==> src/rtl/pdh_pkg.sv <==
`timescale 1ns / 1ps

package pdh_pkg;

    // Default widths for the top-level parameters.
    localparam int SAMPLE_BITS_DEF   = 16;
    localparam int DISTANCE_BITS_DEF = 16;

    // Fixed-point layout: the average carries 16 fraction bits, the factors 12.
    localparam int AVG_FRAC_BITS    = 16;
    localparam int FACTOR_FRAC_BITS = 12;

    // Configuration port.
    localparam int CFG_DATA_W  = 16;
    localparam int CFG_INDEX_W = 2;

    localparam logic [CFG_DATA_W-1:0] RISE_FACTOR_RST = 16'd4096;
    localparam logic [CFG_DATA_W-1:0] FALL_FACTOR_RST = 16'd2048;
    localparam logic [CFG_DATA_W-1:0] AVG_WEIGHT_RST  = 16'd655;

    typedef enum logic [CFG_INDEX_W-1:0] {
        CFG_RISE_FACTOR = 2'd0,
        CFG_FALL_FACTOR = 2'd1,
        CFG_AVG_WEIGHT  = 2'd2
    } cfg_idx_t;

    // Result fields.
    localparam int BACK_W  = 16;
    localparam int LEVEL_W = 16;
    localparam int M_TDATA_W = BACK_W + LEVEL_W;

    typedef struct packed {
        logic               found;
        logic [BACK_W-1:0]  back;
        logic [LEVEL_W-1:0] level;
    } result_t;

    // Outcome of the two threshold tests against the old average.
    typedef struct packed {
        logic above_rise;
        logic above_fall;
    } thresh_flags_t;

endpackage

==> src/rtl/pdh_track.sv <==
`timescale 1ns / 1ps

module pdh_track #(
    parameter int SAMPLE_BITS   = pdh_pkg::SAMPLE_BITS_DEF,
    parameter int DISTANCE_BITS = pdh_pkg::DISTANCE_BITS_DEF
) (
    input  logic                   aclk,
    input  logic                   aresetn,
    input  logic                   update,
    input  logic [SAMPLE_BITS-1:0] sample,
    input  pdh_pkg::thresh_flags_t flags,
    output pdh_pkg::result_t       res
);

    logic                     tracking_reg;
    logic                     tracking_next;
    logic [SAMPLE_BITS-1:0]   held_reg;
    logic [SAMPLE_BITS-1:0]   held_next;
    logic [DISTANCE_BITS-1:0] since_reg;
    logic [DISTANCE_BITS-1:0] since_next;
    logic [DISTANCE_BITS-1:0] since_inc;
    logic                     found;
    logic                     trk_mid;
    logic [SAMPLE_BITS-1:0]   held_mid;
    logic                     above_half;

    assign since_inc = (&since_reg) ? since_reg : since_reg + DISTANCE_BITS'(1);

    always_comb begin
        trk_mid    = tracking_reg;
        held_mid   = held_reg;
        since_next = since_reg;
        found      = 1'b0;

        if (tracking_reg) begin
            if (sample > held_reg) begin
                held_mid   = sample;
                since_next = '0;
            end else if (flags.above_fall) begin
                since_next = since_inc;
            end else begin
                found   = 1'b1;
                trk_mid = 1'b0;
            end
        end

        // A run that just ended is tested against the start rule with the
        // peak it confirmed, so a fall factor above the rise factor can open a new run at once.
        above_half    = {sample, 1'b0} > {1'b0, held_mid};
        tracking_next = trk_mid;
        held_next     = held_mid;
        if (!trk_mid && flags.above_rise && above_half) begin
            tracking_next = 1'b1;
            held_next     = sample;
            since_next    = '0;
        end
    end

    always_ff @(posedge aclk) begin
        if (!aresetn) begin
            tracking_reg <= 1'b0;
            held_reg     <= SAMPLE_BITS'(1);
            since_reg    <= '0;
        end else if (update) begin
            tracking_reg <= tracking_next;
            held_reg     <= held_next;
            since_reg    <= since_next;
        end
    end

    assign res.found = found;
    assign res.back  = found ? pdh_pkg::BACK_W'(since_inc) : '0;
    assign res.level = found ? pdh_pkg::LEVEL_W'(held_reg) : pdh_pkg::LEVEL_W'(held_next);

endmodule

==> config.mk <==
export PLATFORM = sky130hd
export DESIGN_NAME = pdh_track
export DESIGN_NICKNAME = d
export VERILOG_FILES = /design/src/rtl/pdh_pkg.sv /design/src/rtl/pdh_track.sv
export SDC_FILE = /design/constraint.sdc
export NUM_CORES = 1
export LEC_CHECK = 0
export BUFFER_PORTS_ARGS = -buffer_cell sky130_fd_sc_hd__buf_2
export CORE_UTILIZATION = 50
export DETAILED_ROUTE_END_ITERATION = 8
export GPL_TIMING_DRIVEN = 0
export HOLD_SLACK_MARGIN = 0.15
export PLACE_DENSITY = 0.7
export SKIP_LAST_GASP = 1
export SLEW_MARGIN = 20
export SYNTH_ARGS = -nofsm -noshare
export SYNTH_HDL_FRONTEND = slang
export SYNTH_SLANG_ARGS = --single-unit
==> constraint.sdc <==
create_clock -name aclk -period 6.25 [get_ports aclk]
set_input_delay 0.625 -clock aclk [delete_from_list [all_inputs] [get_ports aclk]]
set_output_delay 0.625 -clock aclk [all_outputs]
set_load 0.01 [all_outputs]
Yosys cells after proc, flatten, opt, wreduce, memory -nomap -nowiden
Cells that the tools add are included.

operators by class
  $add $sub $neg = 1
  magnitude comparators = 2
  mux-type cells = 17
  reductions and logical operators = 7

operators with widths
  cell                                                             count
  16-bit two-way mux                                               10
  17-bit by 16-bit greater-than comparator with 1-bit output       1
  16-bit by 1-bit adder with 16-bit output, second input constant  1
  16-bit greater-than comparator                                   1
  16-bit AND reduction                                             1
  1-bit two-way mux                                                7
  3-bit AND reduction                                              1
  3-bit nonzero test                                               1
  1-bit logical AND                                                2
  2-bit nonzero test                                               1
  1-bit logical NOT                                                1

word-level totals
  bits in registers = 33
  logic and storage cells = 30

Depth between registers and ports, before layout
Gate-level depths: netlist of run 1.

  depth in word-level cells = 8
  mapped depth = 18

Least setup slack after synthesis of run 1
Ideal clock, no wire load.

  kind = input -> output
  start = input sample[15]
  end = output res[10] (netlist name)
  arrival time = 4.581 ns
  data required time = 5.625 ns
  slack = 1.044 ns
  stages = 16
  path buffers = 2
  cell sequence = ha_1 > nand4_1 > or4_1 > a21o_1 > a311oi_4 > clkbuf_1 > nor2_1 > a21oi_1 > ha_1 > and3_1 > and3_1 > a22o_1 > o21a_1 > o22ai_2 > buf_6 > mux2_4

RTL lines
  element          RTL line         RTL
  start, declared  pdh_track.sv:10  input logic [SAMPLE_BITS-1:0] sample,
  end, declared    pdh_track.sv:12  output pdh_pkg::result_t res

==> out/results.tsv, run 1 <==
stage	metric	value	unit
synthesis	synth_edf_count	0	
final_layout	seq_area	661	um^2
global_route	grt_max_degree	11	
sta	setup_viol	0	
drt	drc	0	
drt	drt-total-wl	7.45	mm
synthesis	ys_async_sr_fraction	0	
die	start_util	0.516	
worst_hold_path	hold_path.class	flip-flop to flip-flop	
sta	worst_pin_slew	923	ps
drt	detail-route-antenna-nets	0	
setup_path	slowest_stage	or4_1	
synthesis	ys.flop_type	dfxtp_1	
final_layout	mostFrequentLayoutCell	buf_2	
job	drv_cap	0	
placement	hpwlAfterDp	5.66	mm
setup_path	worstPathRequired	5620	ps
drt	vias	2974	
sta	drv_slew	0	
die	die_w	79.9	um
synthesis	ys_types	51	
cts	htree_levels	2	
synthesis	postSynthCellCount	385	
die	pin_count	54	
synthesis	syn_area	0.00304	mm^2
pwr	sw_frac_of_total	0.329	
final_layout	final_cell_mix	buf_2 (57), nand2_1 (48), dfxtp_1 (33), ha_1 (32)	
final_layout	nets	499	
die	rows	28	
sta	clock.fmax	0.171	GHz
sta	fin_skew	8.69	ps
setup_path	path_class	input pin to primary output	
pwr	power.switching	0.000198	W
outcome	status	finished, final reports clean	
die	dieArea	0.00639	mm^2
final_layout	multi_input_area	0.00219	mm^2
cts	insertion_delay	290	ps
synthesis	yosysWarnings	0	
drt	drt_iter0_drc	141	
drt	via_per_inst	5.70	
final_layout	syn_to_final_growth	15.9	%
placement	port_buffers	52	
pwr	leakagePower	1.51	nW
placement	pre_cts_ws	-7.41	ps
placement	gp_congestion	0.825	
placement	placed_cell_area	0.00339	mm^2
cts	root_buffer	clkbuf_8	
pwr	clkPwrFrac	0.308	
cts	numCtsBuffers	5	
synthesis	yosysSeqAreaShare	0.217	
sta	period_minus_slack	5850	ps
cts	cts_tree	done	
pwr	internal_power	0.000405	W
pwr	power_density	171	mW/mm^2
global_route	antenna_found_initial	0	
drt	post_drt_wl_per_cell	14.3	um
final_layout	drive_gt1_frac	0.210	
final_layout	final_area	0.00352	mm^2
die	die_h	79.9	um
sta	slew_headroom	0.380	
global_route	grt_pass1_wl	12.4	mm
global_route	globalRoute.totalOverflow	0	
setup_path	path_cells	buf_2 -> ha_1 -> nand4_1 -> or4_1 -> a21o_1 -> a311oi_4 -> clkbuf_2 -> nor2_1 -> a21oi_1 -> ha_1 -> a21o_1 -> a211oi_1 -> o21ai_0 -> o21a_1 -> o22ai_4 -> buf_6 -> mux2_4 -> buf_2	
sta	period_share	0.937	
pwr	power_frac_seq	0.372	
sta	final_hold_viol_count	0	
synthesis	synth.net_count	438	
setup_path	crit_arrival	5230	ps
setup_path	cp_max_fo	10	
cts	cts.sinks	33	
cts	cts-hold-fix-buffers	0	
setup_path	startpoint_type	input pin	
sta	rsz0062_at_grt	false	
setup_path	cp-end-kind	primary output	
setup_path	cpPeakStageDelay	640	ps
global_route	grt_usage	0.247	
synthesis	ys_ff_latch	33	
final_layout	fillers	563	
synthesis	syn_area_per_cell	7.89	um^2
pwr	combPwrFrac	0.320	
drt	firstDrtPassIters	4	
final_layout	diodes	0	
die	coreArea	0.00589	mm^2
sta	setup_slack	395	ps
global_route	grt_pass1_vias	2770	
cts	cts_buffer_depth	2	
pwr	max-vdd-ir-drop	112	uV
cts	clk_pin_slew_worst_paths	70	ps
[cells in the mapped netlist, drive strengths merged, types with 2 or more instances]
| library cell | count | area share |
|---|---|---|
| and3 | 5 | 0.010 |
| nand3 | 10 | 0.016 |
| a211oi | 3 | 0.0074 |
| and2 | 5 | 0.010 |
| and4 | 3 | 0.0087 |
| nand2 | 48 | 0.059 |
| mux2 | 15 | 0.067 |
| nor3 | 19 | 0.031 |
| a21o | 4 | 0.0099 |
| o21ai | 8 | 0.013 |
| o21ba | 2 | 0.0066 |
| nor4b | 3 | 0.0087 |
| o31ai | 2 | 0.0049 |
| mux2i | 17 | 0.056 |
| o21a | 3 | 0.0074 |
| nor4 | 8 | 0.016 |
| or2 | 2 | 0.0041 |
| clkbuf | 14 | 0.017 |
| a221o | 4 | 0.013 |
| dfxtp | 33 | 0.22 |
| inv | 23 | 0.028 |
| o211ai | 3 | 0.0074 |
| a21oi | 30 | 0.049 |
| nor2 | 30 | 0.037 |
| or4 | 3 | 0.0074 |
| o2bb2ai | 3 | 0.0087 |
| xor2 | 4 | 0.012 |
| o311a | 2 | 0.0066 |
| o22a | 4 | 0.012 |
| ha | 32 | 0.13 |
| a211o | 4 | 0.012 |
| or3 | 4 | 0.0082 |
| buf | 8 | 0.018 |
| and4b | 2 | 0.0066 |
| xnor2 | 5 | 0.014 |
| nand4 | 8 | 0.016 |
[critical path: cells and delay by family]
kind / cells / cell delay [ps]
muxes: 1 / 310
and+or+nand+nor: 3 / 890
buffers and inverters: 4 / 840
adders and majority gates: 2 / 580
AOI/OAI and AO/OA: 8 / 1960
[cell families (layout without fill, tap and decap cells)]
family                     Yosys count  after routing  synth area share
AOI/OAI and AO/OA                   81             81             0.190
xor gates and xnor gates             9              9            0.0259
adders and majority gates           32             32             0.132
buffers and inverters               45            107            0.0634
DFF                                 33             33             0.217
muxes                               32             32             0.123
and+or+nand+nor                    153            153             0.249
[stage by stage]
stage / utilization / TNS, ps / hold WS [ps] / total power, W / instances
floorplan: - / 0 / 444 / 0.000360 / 385
global placement: 0.576 / 0 / 457 / 0.000413 / 512
detailed placement: 0.576 / -39.0 / 466 / 0.000416 / 512
CTS: 0.594 / 0 / 477 / 0.000602 / 520
global route: 0.598 / 0 / 508 / 0.000640 / 522
finish: 0.598 / 0 / 473 / 0.000603 / 522
[layer usage]
layer	vias to the layer above	GRT usage	routed length, um
li1	1525	-	-
met1	1374	0.298	3420
met2	62	0.444	3690
met3	13	0.0343	226
met4	0	0.0821	115
met5	-	0	0
[final timing paths]
check / from / to / slack, ps / cells past startpoint
setup / recovery: sample[15] / res[7] / 400 / 18
setup reg to reg: held_reg[15] / held_reg[12] / 1380 / 17
hold reg to reg: held_reg[9] / held_reg[9] / 470 / 2
hold / removal: held_reg[9] / held_reg[9] / 470 / 2
[cell type report]
| type | instances | area share |
|---|---|---|
| flip-flops and latches | 33 | 0.188 |
| well taps | 75 | 0.0267 |
| inverters | 23 | 0.0245 |
| clock inverters | 1 | 0.00142 |
| clock buffers | 7 | 0.0274 |
| multi-input cells | 307 | 0.623 |
| repair buffers | 54 | 0.0782 |
| plain buffers | 22 | 0.0313 |
[timing repair]
item,in CTS,in global routing
gates cloned,0,0
pin swaps,0,1
buffers inserted,0,2
endpoints found under the setup margin,9,16
resized for setup,2,4
endpoints found under the hold margin,0,0
[power groups by stage]
stage / registers, W / logic (W) / clock network (W)
final: 0.000224 / 0.000193 / 0.000186
after global routing: 0.000226 / 0.000215 / 0.000200
after CTS: 0.000224 / 0.000189 / 0.000189
after detailed placement: 0.000229 / 0.000187 / 0
after global placement: 0.000229 / 0.000184 / 0
after floorplan: 0.000227 / 0.000133 / 0
No activity file was read; power rests on OpenSTA's default activity.
==> run 2, diff against run 1 <==
Settings changed: CELL_PAD_IN_SITES_DETAIL_PLACEMENT set to 1, CELL_PAD_IN_SITES_GLOBAL_PLACEMENT set to 2, CORE_UTILIZATION 50 to 30, PLACE_DENSITY 0.7 to 0.75.
Clock period 6.25 ns to 5.2 ns, I/O delays scaled along.
==> out/results.tsv, run 2 (synthesis results as in run 1) <==
stage	metric	value	unit
sta	clock.fmax	0.187	GHz
drt	post_drt_wl_per_cell	17.1	um
die	dieArea	0.0105	mm^2
cts	insertion_delay	300	ps
sta	fin_skew	7.83	ps
cts	numCtsBuffers	5	
die	rows	36	
drt	drt_iter0_drc	94	
final_layout	final_cell_mix	nand2_1 (48), buf_2 (41), ha_1 (28), dfxtp_1 (28), nor2_1 (25)	
global_route	antenna_found_initial	0	
setup_path	worstSetupStartpoint	sample[15]	
cts	root_buffer	clkbuf_8	
setup_path	crit_arrival	4820	ps
cts	cts_tree	done	
setup_path	worstPathRequired	4680	ps
sta	slew_headroom	0.313	
die	coreArea	0.00977	mm^2
placement	gp_congestion	0.768	
sta	drv_slew	0	
final_layout	diodes	0	
drt	dr.max_layer_used	met4	
cts	htree_levels	2	
job	drv_cap	0	
drt	firstDrtPassIters	4	
drt	route.met3.wl	268	um
setup_path	startpoint_type	input pin	
global_route	grt_max_degree	11	
sta	setup_viol	16	
sta	period_minus_slack	5340	ps
setup_path	cp-end-kind	primary output	
outcome	violations	negative setup slack	
drt	met2_length	5.08	mm
global_route	grt_pass1_wl	16.4	mm
final_layout	final_area	0.00406	mm^2
pwr	total_power	0.000822	W
placement	pre_cts_ws	-1030	ps
placement	hpwlAfterDp	7.09	mm
cts	cts_buffer_depth	2	
global_route	grt_usage	0.204	
drt	drt-total-wl	10.3	mm
cts	cts.sinks	33	
global_route	globalRoute.totalOverflow	0	
sta	rsz0062_at_grt	true	
final_layout	mostFrequentLayoutCell	nand2_1	
drt	via_per_inst	5.28	
placement	placed_cell_area	0.00346	mm^2
drt	vias	3183	
worst_hold_path	hold_start	held_reg[11]	
sta	worst_pin_slew	1020	ps
pwr	max-vdd-ir-drop	96.7	uV
outcome	status	finished, violations left	
drt	drc	0	
final_layout	nets	522	
worst_hold_path	hold_path.class	flip-flop to flip-flop	
pwr	power_density	202	mW/mm^2
cts	clk_pin_slew_worst_paths	80	ps
die	pin_count	54	
final_layout	syn_to_final_growth	33.6	%
setup_path	r2r_start	held_reg[14]	
setup_path	path_class	input pin to primary output	
sta	final_hold_viol_count	0	
die	start_util	0.311	
drt	detail-route-antenna-nets	0	
drt	drt-met1-wl	4.68	mm
global_route	grt_pass1_vias	3225	
final_layout	drive_gt1_frac	0.317	
die	die_h	103	um
placement	port_buffers	52	
cts	cts-hold-fix-buffers	0	
sta	period_share	1.03	
sta	setup_slack	-142	ps
pwr	leakagePower	1.69	nW
die	die_w	103	um
setup_path	cp_max_fo	6	
sta	hold_slack	472	ps
-- run 2: critical path, stage by stage --
cell	delay, ps
buf_2	160
ha_4	290
nand4_1	190
or4_4	620
a21o_4	220
a311oi_4	320
buf_6	190
buf_8	130
nor2_2	30
a21oi_1	130
ha_1	270
a21o_1	190
a211oi_2	260
o21ai_1	150
o21a_4	260
o22ai_4	240
buf_6	210
mux2_4	320
buf_6	120
-- run 2: worst paths after layout --
kind	to	slack (ps)	depth (start not counted)
worst max-delay path	res[9]	-140	19
worst min-delay path	held_reg[11]	470	2
worst max register to register	held_reg[0]	430	21
worst min register to register	held_reg[11]	470	2
-- run 2: area by class of cell --
class | instances | area (um^2)
buffer | 21 | 129
clock buffer | 7 | 96.3
clock inverter | 1 | 5.00
fill | 1202 | 5720
inverter | 23 | 86.3
multi-input combinational | 307 | 2340
sequential | 33 | 667
tap | 133 | 166
timing repair buffer | 78 | 568
-- run 2: routing by layer --
layer	up-vias	global-route usage
li1	1570	-
met1	1541	0.240
met2	56	0.380
met3	16	0.0258
met4	0	0.0659
met5	-	0
-- run 2: timing repair --
action | in CTS | in global routing
gates resized for setup | 55 | 24
pin swaps | 11 | 20
buffers inserted | 19 | 6
setup endpoints to repair | 20 | 16
cloned | 3 | 0
-- run 2: through the flow --
step / instances / TNS, ps / utilization
floorplan: 385 / 0 / -
finish: 603 / -1950 / 0.415
global placement: 570 / -18760 / 0.354
global route: 603 / -4400 / 0.415
CTS: 600 / 0 / 0.408
detailed placement: 570 / -18690 / 0.354
-- run 2: power breakdown --
| group | total, W | switching, W | internal, W | leakage [nW] |
|---|---|---|---|---|
| clock network | 0.000237 | 0.000116 | 0.000120 | 0.0542 |
| logic | 0.000315 | 0.000159 | 0.000155 | 1.37 |
| registers | 0.000271 | 0.00000797 | 0.000263 | 0.270 |
